$ cat config.mk
export PLATFORM = sky130hd
export DESIGN_NAME = cau_div_cell
export DESIGN_NICKNAME = d
export VERILOG_FILES = /design/src/cau_pkg.sv /design/src/cau_div_cell.sv
export SDC_FILE = /design/constraint.sdc
export NUM_CORES = 1
export LEC_CHECK = 0
export BUFFER_PORTS_ARGS = -buffer_cell sky130_fd_sc_hd__buf_2
export CAP_MARGIN = 20
export CORE_AREA = 2 2 309 311
export CTS_BUF_LIST = sky130_fd_sc_hd__clkbuf_4
export CTS_CLUSTER_DIAMETER = 40
export DETAILED_ROUTE_END_ITERATION = 7
export DIE_AREA = 0 0 311 313
export MAX_ROUTING_LAYER = met4
export SLEW_MARGIN = 20
export SYNTH_ARGS = -nofsm -noshare
export SYNTH_HDL_FRONTEND = slang
export SYNTH_SLANG_ARGS = --single-unit
export TNS_END_PERCENT = 5
$ cat constraint.sdc
create_clock -name clk -period 10.7 [get_ports clk]
set_input_delay 2.14 -clock clk [delete_from_list [all_inputs] [get_ports clk]]
set_output_delay 2.14 -clock clk [all_outputs]
set_load 0.01 [all_outputs]
$ cat src/cau_pkg.sv
// ----------------------------------------------------------------------------
// cau_pkg
// Shared types, opcodes and helper functions of the complex arithmetic unit.
// ----------------------------------------------------------------------------
package cau_pkg;

  localparam int FRAC_BITS_DEF = 16;
  // Number of quotient bits the divider chain produces.
  localparam int QW = 33;

  localparam logic [3:0] OP_ADD = 4'd0;
  localparam logic [3:0] OP_SUB = 4'd1;
  localparam logic [3:0] OP_MUL = 4'd2;
  localparam logic [3:0] OP_DIV = 4'd3;
  localparam logic [3:0] OP_NEG = 4'd4;
  localparam logic [3:0] OP_EQ  = 4'd5;
  localparam logic [3:0] OP_NE  = 4'd6;
  localparam logic [3:0] OP_LT  = 4'd7;
  localparam logic [3:0] OP_GT  = 4'd8;
  localparam logic [3:0] OP_LE  = 4'd9;
  localparam logic [3:0] OP_GE  = 4'd10;

  localparam logic [1:0] ST_OK  = 2'd0;
  localparam logic [1:0] ST_SAT = 2'd1;
  localparam logic [1:0] ST_DZ  = 2'd2;

  typedef struct packed {
    logic        sat;
    logic [31:0] val;
  } sat_t;

  // One division lane: partial remainder, dividend bits still to bring down,
  // quotient bits so far, result sign and an early overflow mark.
  typedef struct packed {
    logic [64:0]   rem;
    logic [QW-1:0] bits;
    logic [QW-1:0] quo;
    logic          neg;
    logic          ovf;
  } lane_t;

  typedef struct packed {
    logic [63:0] den;
    logic        is_div;
    lane_t       re;
    lane_t       im;
    logic [31:0] res_re;
    logic [31:0] res_im;
    logic        cmp;
    logic [1:0]  status;
  } stage_t;

  function automatic sat_t sat32(input logic [64:0] v);
    sat_t r;
    r.sat = 1'b0;
    r.val = v[31:0];
    if (!v[64] && (v[63:31] != '0)) begin
      r.sat = 1'b1;
      r.val = 32'h7FFF_FFFF;
    end else if (v[64] && (v[63:31] != '1)) begin
      r.sat = 1'b1;
      r.val = 32'h8000_0000;
    end
    return r;
  endfunction

  function automatic sat_t div_sat(input lane_t l);
    sat_t r;
    r.sat = 1'b0;
    r.val = l.quo[31:0];
    if (l.ovf) begin
      r.sat = 1'b1;
      r.val = l.neg ? 32'h8000_0000 : 32'h7FFF_FFFF;
    end else if (l.neg) begin
      if (l.quo > 33'h0_8000_0000) begin
        r.sat = 1'b1;
        r.val = 32'h8000_0000;
      end else begin
        r.val = 32'(-l.quo);
      end
    end else if (l.quo[32] || l.quo[31]) begin
      r.sat = 1'b1;
      r.val = 32'h7FFF_FFFF;
    end
    return r;
  endfunction

endpackage

$ cat src/cau_div_cell.sv
// ----------------------------------------------------------------------------
// cau_div_cell
// One restoring-division step on both lanes; passes the rest of the word on.
// ----------------------------------------------------------------------------
module cau_div_cell
  import cau_pkg::*;
(
  input  logic   clk,
  input  logic   rst,
  input  logic   adv,
  input  logic   in_vld,
  input  stage_t in_stg,
  output logic   out_vld,
  output stage_t out_stg
);

  function automatic lane_t step(input lane_t l, input logic [63:0] d);
    lane_t       r;
    logic [64:0] t;
    logic        ge;
    r  = l;
    t  = {l.rem[63:0], l.bits[QW-1]};
    ge = t >= {1'b0, d};
    r.rem  = ge ? t - {1'b0, d} : t;
    r.quo  = {l.quo[QW-2:0], ge};
    r.bits = {l.bits[QW-2:0], 1'b0};
    return r;
  endfunction

  stage_t nxt;

  always_comb begin
    nxt    = in_stg;
    nxt.re = step(in_stg.re, in_stg.den);
    nxt.im = step(in_stg.im, in_stg.den);
  end

  always_ff @(posedge clk) begin
    if (rst) begin
      out_vld <= 1'b0;
    end else if (adv) begin
      out_vld <= in_vld;
    end
  end

  always_ff @(posedge clk) begin
    if (adv) begin
      out_stg <= nxt;
    end
  end

endmodule

==> results of run 1 <==
[power by group through the flow]
stage                     Combinational (mW)  Clock (mW)  Sequential (mW)
after floorplan                        0.519           0             2.09
after global placement                  1.17           0             2.00
after detailed placement                1.17           0             2.00
after CTS                               1.17        1.70             1.97
after global routing                    1.25        1.77             1.98
final                                   1.16        1.63             1.97
[layout make-up]
cell class	count	area [sq um]
Inverter	97	369.1
Clock inverter	42	286.5
Tap cell	1265	1583
Timing Repair Buffer	804	4059
Clock buffer	179	1344
Antenna cell	39	97.59
Fill cell	9989	65590
Sequential cell	397	11910
Multi-Input combinational cell	1299	8926
[cells in the mapped netlist, drive strengths merged, types with 17 or more instances]
cell    number  area (sq um)
buf         22         171.4
o31ai       20         150.1
nand2      184         690.7
o21bai      23         172.7
nand4       39         244.0
nand3       26         135.1
xnor2       63         551.8
o21a        26         195.2
edfxtp     396         11890
a21oi      155         790.8
nor3        27         135.1
nand2b      17         106.4
xor2        48         420.4
mux2        61         716.9
inv         97         369.1
a21o        67         503.0
clkbuf      42         157.7
o21ai      149         757.0
nor2        89         334.1
ha         128          1602
[metal layers]
| layer | vias up | GRT usage, % |
|---|---|---|
| met5 | - | - |
| met4 | 0 | 8.476 |
| met3 | 191 | 7.801 |
| met2 | 809 | 37.99 |
| met1 | 9207 | 22.54 |
| li1 | 8865 | - |
[worst paths after layout]
path         cells past startpoint         from      endpoint
max                             13  in_stg[374]  out_stg[308]
min                              2      out_vld       out_vld
max reg2reg                      2      out_vld       out_vld
min reg2reg                      2      out_vld       out_vld
[stage by stage]
stage / power (mW) / hold slack [ps] / setup WS [ps] / utilization, % / area (sq um)
after floorplan: 2.605 / 527.9 / 5657 / - / 21530
after global placement: 3.162 / 477.3 / 3956 / 28.51 / 26850
after detailed placement: 3.165 / 515.5 / 3869 / 28.51 / 26850
after CTS: 4.838 / 531.8 / 4997 / 30.24 / 28480
after global routing: 4.999 / 577.0 / 4758 / 30.33 / 28560
final: 4.752 / 528.8 / 4962 / 30.35 / 28580
[critical path, stage by stage]
cell       delay (ps)
buf_2             120
inv_1              70
ha_1              430
nand4_1           170
nor2_1            340
nand2_1           230
nor4_1            670
nand4_1           380
nor4_2            480
a2111oi_2         220
o21a_1            210
inv_6             500
mux2_2            420
[registers in the layout, summed over array words and instances, names as in the netlist]
register and cells:
out_vld 1, out_stg 396
[logic make-up (layout without fill, tap and decap cells)]
| logic type | after synthesis | count (layout) | synth area share [%] |
|---|---|---|---|
| muxes | 64 | 64 | 3.470 |
| adders and majority gates | 130 | 130 | 7.625 |
| xor gates and xnor gates | 111 | 111 | 4.516 |
| AOI/OAI and AO/OA | 536 | 536 | 15.76 |
| DFF | 397 | 397 | 55.33 |
| buffers and inverters | 161 | 1122 | 3.243 |
| and+or+nand+nor | 456 | 456 | 10.04 |
| other | 1 | 41 | 0.01742 |
==> qor.yml, run 1 <==
yosys:
  synth-seq-area-share_pct: 55.33
  synth-seq-cells: 397
  synthesis.area_sq_um: 21530
  yosysWarnings: 0
  syn_inst: 1856
  syn_avg_cell_area_sq_um: 11.60
  synth_edf_count: 396
  async_flop_share_pct: 0
  yosys_most_used_dff: "edfxtp_1"
  synth_cell_types: 84
power:
  powerDensity_nw_per_um2: 166.3
  swShare_pct: 32.65
  pwr-share-clk_pct: 34.2
  power_frac_seq_pct: 41.4
  p_leak_nw: 12.33
  ir_drop_uv: 83.71
  internal-power_mw: 3.200
  switching_power_mw: 1.551
  combPwrFrac_pct: 24.4
placed_design:
  dp_cells: 3862
  gp_congestion: 0.8987
  dp_hpwl_mm: 88.37
  numPortBuffers: 794
timing:
  setup_viol: 0
  fin_tns_setup_ps: 0
  fin_crit_ps: 5738
  finalHoldViolations: 0
  max_slew_margin_pct: 34.64
  fin_crit_sh_pct: 53.62
  worstMarginPinSlew_ps: 980.4
  clock.fmax_ghz: 0.1743
  rsz0062_at_grt: "no"
  fin_skew_ps: 0
  drv_slew: 0
global_route:
  antenna_found_initial: 61
  grt.overflow.total: 0
  grt_max_degree: 120
  grt.total_usage_pct: 21.86
  grt_pass1_vias: 18720
  grt_pass1_wl_mm: 143.7
die:
  dieArea_sq_um: 97340
  die_w_um: 311
  ios: 801
  placementRows: 113
  coreArea_sq_um: 94160
  die_height_um: 313
  initial_core_util_pct: 22.86
setup_path:
  cp.required_ps: 11420
  cp-start-kind: "input pin"
  arrival_ps: 6460
  worst_setup_path_end_kind: "register"
  worstPathMaxFanout: 59
  reg2reg_setup_slack_ps: 10090
  critPathKind: "in -> reg"
clock_tree:
  insertion_delay_ps: 1000
  clk_transition_reported_paths_ps: 50
  htreeDepth: 4
  cts_root_buf: "clkbuf_4"
  clk_path_buf_depth: 3
  post_cts_buffers: 0
  cts_made_buffers: 131
  ctsHoldBuffers: 0
  clock_sinks: 397
  cts_resized: 0
  cts_tree: "yes"
worst_hold_path:
  hp-class: "reg -> reg"
drt:
  wl_met3_mm: 8.763
  ant_nets: 0
  drt_wl_total_mm: 106.8
  drt_iter0_drc: 1335
  wire_per_inst_um: 25.90
  drtPass1Iterations: 5
  drc: 0
  avgViaCountPerCell: 4.627
  maxUsedRoutingLayer: "met4"
  met2_wirelength_mm: 54.78
  met1_length_mm: 39.35
  vias: 19070
finish:
  final_cell_mix: "buf_2, edfxtp_1, nand2_1"
  nets: 3262
  stdcell_count: 4122
  drive_gt1_share_pct: 38.43
  syn_to_final_growth_pct: 32.73
  final_common_cell: "buf_2"
run_status:
  status: "finished, final reports clean"
job:
  cap_viol_max_count: 0
Note: power is estimated with default switching activity, not from simulation.
==> run 2, diff against run 1 <==
--- a/config.mk
+++ b/config.mk
@@ -7,11 +7,11 @@
 export LEC_CHECK = 0
 export BUFFER_PORTS_ARGS = -buffer_cell sky130_fd_sc_hd__buf_2
 export CAP_MARGIN = 20
-export CORE_AREA = 2 2 309 311
+export CORE_AREA = 2 2 311 313
 export CTS_BUF_LIST = sky130_fd_sc_hd__clkbuf_4
 export CTS_CLUSTER_DIAMETER = 40
 export DETAILED_ROUTE_END_ITERATION = 7
-export DIE_AREA = 0 0 311 313
+export DIE_AREA = 0 0 313 315
 export MAX_ROUTING_LAYER = met4
 export SLEW_MARGIN = 20
 export SYNTH_ARGS = -nofsm -noshare
==> constraint.sdc (replaced) <==
create_clock -name clk -period 5.3 [get_ports clk]
set_input_delay 1.06 -clock clk [delete_from_list [all_inputs] [get_ports clk]]
set_output_delay 1.06 -clock clk [all_outputs]
set_load 0.01 [all_outputs]
==> qor.yml, run 2 (synthesis results as in run 1) <==
power:
  powerDensity_nw_per_um2: 323.6
  pwr-share-clk_pct: 32.1
  combPwrFrac_pct: 25.4
  internal-power_mw: 6.291
  switching_power_mw: 3.075
  power_frac_seq_pct: 42.5
  swShare_pct: 32.83
  ir_drop_uv: 161.6
  p_leak_nw: 12.54
drt:
  drc: 0
  drtPass1Iterations: 5
  wl_met3_mm: 8.654
  avgViaCountPerCell: 4.573
  maxUsedRoutingLayer: "met4"
  ant_nets: 0
  drt_wl_total_mm: 106.5
  met1_length_mm: 39.50
  wire_per_inst_um: 25.44
  met2_wirelength_mm: 54.41
  drt_iter0_drc: 1394
  vias: 19140
setup_path:
  worst-path-stages: 13
  crit_path_cell_trace: "buf_2, inv_1, ha_1, nor2b_1, o31a_1, o31a_1, o211ai_1, a21boi_0, o21ai_1, o211a_1, or2_4, buf_4, o21ai_0"
  r2r_cells: 2
  cp.required_ps: 6020
  worst_setup_path_end_kind: "register"
  critPathKind: "in -> reg"
  cp_top_family: "compound AO/OA/AOI/OAI gates"
  crit_path_top_delay_cell: "a21boi_0"
  critPathBufInv: 3
  path_common_cell: "o31a_1"
  arrival_ps: 4610
  cp-start-kind: "input pin"
  worstPathMaxFanout: 26
  slowest_delay_ps: 560
timing:
  fin_crit_ps: 3891
  max_slew_margin_pct: 40.69
  finalHoldViolations: 0
  fin_tns_setup_ps: 0
  fin_crit_sh_pct: 73.42
  drv_slew: 0
  fin_skew_ps: 0
  rsz0062_at_grt: "no"
  setup_viol: 0
  clock.fmax_ghz: 0.2570
  worstMarginPinSlew_ps: 889.7
finish:
  fillers: 10140
  nets: 3299
  final_cell_mix: "buf_2, edfxtp_1, nand2_1"
  syn_to_final_growth_pct: 34.42
  largest_register_ff_count: 396
  final_core_util_pct: 30.24
  max_flop_register: "out_stg"
  drive_gt1_share_pct: 39.38
  final_common_cell: "buf_2"
  reg.largest.list: "out_stg (396), out_vld (1)"
  stdcell_count: 4186
global_route:
  grt_pass1_wl_mm: 141.7
  grt_max_degree: 106
  antenna_found_initial: 64
  grt_pass1_vias: 18770
  grt.overflow.total: 0
  grt.total_usage_pct: 21.29
clock_tree:
  cts_root_buf: "clkbuf_4"
  clk_path_buf_depth: 3
  clk_transition_reported_paths_ps: 70
  post_cts_buffers: 0
  cts_tree: "yes"
  ctsHoldBuffers: 0
  insertion_delay_ps: 920
  clock_sinks: 397
  cts_resized: 0
  cts_made_buffers: 118
  htreeDepth: 3
placed_design:
  numPortBuffers: 794
  gp_congestion: 0.9032
  dp_cells: 3923
  dp_hpwl_mm: 89.15
die:
  initial_core_util_pct: 22.49
  coreArea_sq_um: 95710
  die_height_um: 315
  die_w_um: 313
  dieArea_sq_um: 98600
  ios: 801
  placementRows: 114
run_status:
  status: "finished, final reports clean"
worst_hold_path:
  whs_path_depth: 1
  hp-class: "in -> reg"
job:
  cap_viol_max_count: 0
## run 2: changes by cell type in the layout (fill, tap and decap cells not counted), moves of 3 or more
cell and delta:
buf_12 +6, buf_4 +44, bufinv_16 -3, clkbuf_4 -7, clkinv_2 +6, diode_2 +12
## run 2: through the flow
step	setup WS, ps	area [sq um]	hold WS (ps)	total power, mW
6_report	1409	28940	236.3	9.366
5_1_grt	1315	28930	103.9	9.867
2_1_floorplan	1337	21530	527.9	5.259
3_3_place_gp	457.8	27310	478.2	6.436
3_5_place_dp	420.9	27310	490.6	6.437
4_1_cts	1462	28810	94.25	9.544
## run 2: worst paths after layout
| kind | start | to | slack (ps) |
|---|---|---|---|
| worst max-delay path | in_stg[335] | out_stg[189] | 1410 |
| worst min-delay path | in_stg[117] | out_stg[118] | 240 |
| worst max register to register | out_vld | out_vld | 4720 |
| worst min register to register | out_vld | out_vld | 500 |
## run 2: final cells by class
cell class	count	area (sq um)	share of cell area (%)
sequential	397	11910	41.16
multi-input combinational	1299	8926	30.84
tap	1276	1597	5.517
inverter	97	369.1	1.275
clock buffer	172	1291	4.462
clock inverter	40	207.7	0.7177
antenna	51	127.6	0.4410
timing repair buffer	854	4509	15.58
## run 2: worst reg2reg max path: cells and delay by family, from the launching register on
family | cells | cell delay, ps
flip-flops | 1 | 310
multiplexers | 1 | 120
AND/OR/NAND/NOR | 1 | 50
## run 2: layer usage
layer	vias up	GRT usage, %
li1	8969	-
met1	9157	21.63
met2	836	37.13
met3	181	8.012
met4	0	8.069
met5	-	-
## run 2: power by group through the flow
stage | clock network, mW | logic [mW] | registers, mW
floorplan | 0 | 1.05 | 4.21
global placement | 0 | 2.40 | 4.04
detailed placement | 0 | 2.40 | 4.04
CTS | 3.15 | 2.41 | 3.98
global route | 3.29 | 2.57 | 4.01
finish | 3.01 | 2.38 | 3.98
==> run 3, diff against run 2 <==
==> constraint.sdc (replaced) <==
create_clock -name clk -period 3.65 [get_ports clk]
set_input_delay 0.73 -clock clk [delete_from_list [all_inputs] [get_ports clk]]
set_output_delay 0.73 -clock clk [all_outputs]
set_load 0.01 [all_outputs]
==> qor.yml, run 3 (synthesis results as in run 1) <==
run_status:
  status: "finished with violations"
  failed_checks: "setup timing"
worst_hold_path:
  whs_path_depth: 3
  hp-class: "in -> reg"
power:
  switching_power_mw: 4.761
  combPwrFrac_pct: 30.1
  p_leak_nw: 16.01
  internal-power_mw: 9.788
  pwr-share-clk_pct: 30.0
  power_frac_seq_pct: 39.9
  powerDensity_nw_per_um2: 410.9
  ir_drop_uv: 194.1
  swShare_pct: 32.72
finish:
  reg.largest.list: "out_stg (396), out_vld (1)"
  final_common_cell: "buf_2"
  max_flop_register: "out_stg"
  final_cell_mix: "buf_2, buf_4, edfxtp_1"
  nets: 4048
  largest_register_ff_count: 396
  syn_to_final_growth_pct: 64.48
  drive_gt1_share_pct: 43.14
  final_area_sq_um: 35410
clock_tree:
  clk_path_buf_depth: 3
  cts_root_buf: "clkbuf_4"
  insertion_delay_ps: 960
  htreeDepth: 3
  post_cts_buffers: 0
  cts_made_buffers: 119
  clock_sinks: 397
  clk_transition_reported_paths_ps: 70
  cts_tree: "yes"
drt:
  drtPass1Iterations: 5
  met1_length_mm: 43.76
  avgViaCountPerCell: 4.475
  vias: 21970
  wire_per_inst_um: 23.03
  drt_wl_total_mm: 113.1
  met2_wirelength_mm: 57.09
  drt_iter0_drc: 1649
  ant_nets: 0
  drc: 0
  wl_met3_mm: 7.444
  maxUsedRoutingLayer: "met4"
setup_path:
  startpoint: "in_stg[141]"
  setup.worst_path.end: "out_stg[199]"
  arrival_ps: 4390
  worstPathMaxFanout: 4
  r2r-start: "out_vld"
  r2r_cells: 3
  cp-start-kind: "input pin"
  reg2reg_setup_slack_ps: 2520
  worst_setup_path_end_kind: "register"
  critPathKind: "in -> reg"
  cp.required_ps: 4380
  reg2reg_to: "out_vld"
timing:
  drv_slew: 0
  clock.fmax_ghz: 0.2733
  postLayoutSetupSlackWorst_ps: -9.508
  rsz0062_at_grt: "yes"
  fin_crit_sh_pct: 100.3
  max_slew_margin_pct: 54.44
  fin_skew_ps: 0
  worstMarginPinSlew_ps: 683.5
  whs_ps: 115.8
  setup_viol: 1
  finalHoldViolations: 0
  fin_crit_ps: 3660
placed_design:
  gp_congestion: 0.9279
  post-place-ws_ps: -1391
  placed_area_sq_um: 30560
  dp_hpwl_mm: 92.04
  numPortBuffers: 794
job:
  cap_viol_max_count: 0
die:
  dieArea_sq_um: 98600
  placementRows: 114
  initial_core_util_pct: 22.49
  ios: 801
  die_w_um: 313
  die_height_um: 315
  coreArea_sq_um: 95710
global_route:
  grt_max_degree: 68
  grt.total_usage_pct: 22.64
  grt_pass1_wl_mm: 155.8
  antenna_found_initial: 40
  grt_pass1_vias: 22340
  grt.overflow.total: 0
## run 3: cell count changes in the layout (fill, tap and decap cells not counted), sizes merged
cell / delta
clkinv: -2
diode: -19
clkbuf: -4
buf: +423
dlygate4sd3: +325
inv: +1
## run 3: worst min path at each step
stage	startpoint	slack, ps	end
floorplan	out_vld	530	out_vld
global route	in_stg[328]	30	out_stg[329]
finish	in_stg[145]	120	out_stg[146]
global placement	out_vld	470	out_vld
CTS	in_stg[152]	0.8	out_stg[153]
detailed placement	out_vld	480	out_vld
## run 3: layout make-up
cell class	instances	area, sq um
fill	9608	60300
sequential	397	11910
timing repair buffer	1602	11000
multi-input combinational	1299	8994
tap	1276	1597
clock buffer	168	1261
inverter	97	369.1
clock inverter	39	198.9
antenna	32	80.08
## run 3: through the flow
step / utilization, % / TNS (ps) / std cells / power [mW]
6_report: 37.00 / -9.508 / 4910 / 14.55
5_1_grt: 36.99 / -187.0 / 4908 / 15.27
4_1_cts: 36.87 / 0 / 4878 / 14.71
3_5_place_dp: 31.93 / -117100 / 4346 / 9.957
3_3_place_gp: 31.92 / -146740 / 4346 / 9.955
2_1_floorplan: - / 0 / 1857 / 7.637
## run 3: power groups by stage
stage	sequential (mW)	combinational, mW	clock, mW
after floorplan	6.12	1.52	0
after global placement	5.89	4.06	0
after detailed placement	5.89	4.07	0
after CTS	5.81	4.39	4.51
after global routing	5.84	4.69	4.73
final	5.81	4.38	4.36
## run 3: metal layers
metal / track usage, % / vias up
met4: 8.971 / 0
met2: 39.59 / 833
met3: 5.506 / 193
met1: 24.66 / 10530
li1: - / 10420
met5: - / -
## run 3: repair_timing
item,CTS,global route
endpoints found under the hold margin,324,0
resized for setup,3,15
pin swaps,1,4
setup endpoints to repair,59,124
hold buffers,325,0
## run 3: worst max-delay path, stage by stage
cell and delay, ps:
dlygate4sd3_1 540, buf_2 140, ha_1 320, buf_4 160, a21oi_1 210, o211ai_1 110, o21ai_0 140, nand3_1 270
a211o_1 440, a211oi_2 310, o31a_1 230, o21bai_1 120, a221oi_1 310, mux2_2 360
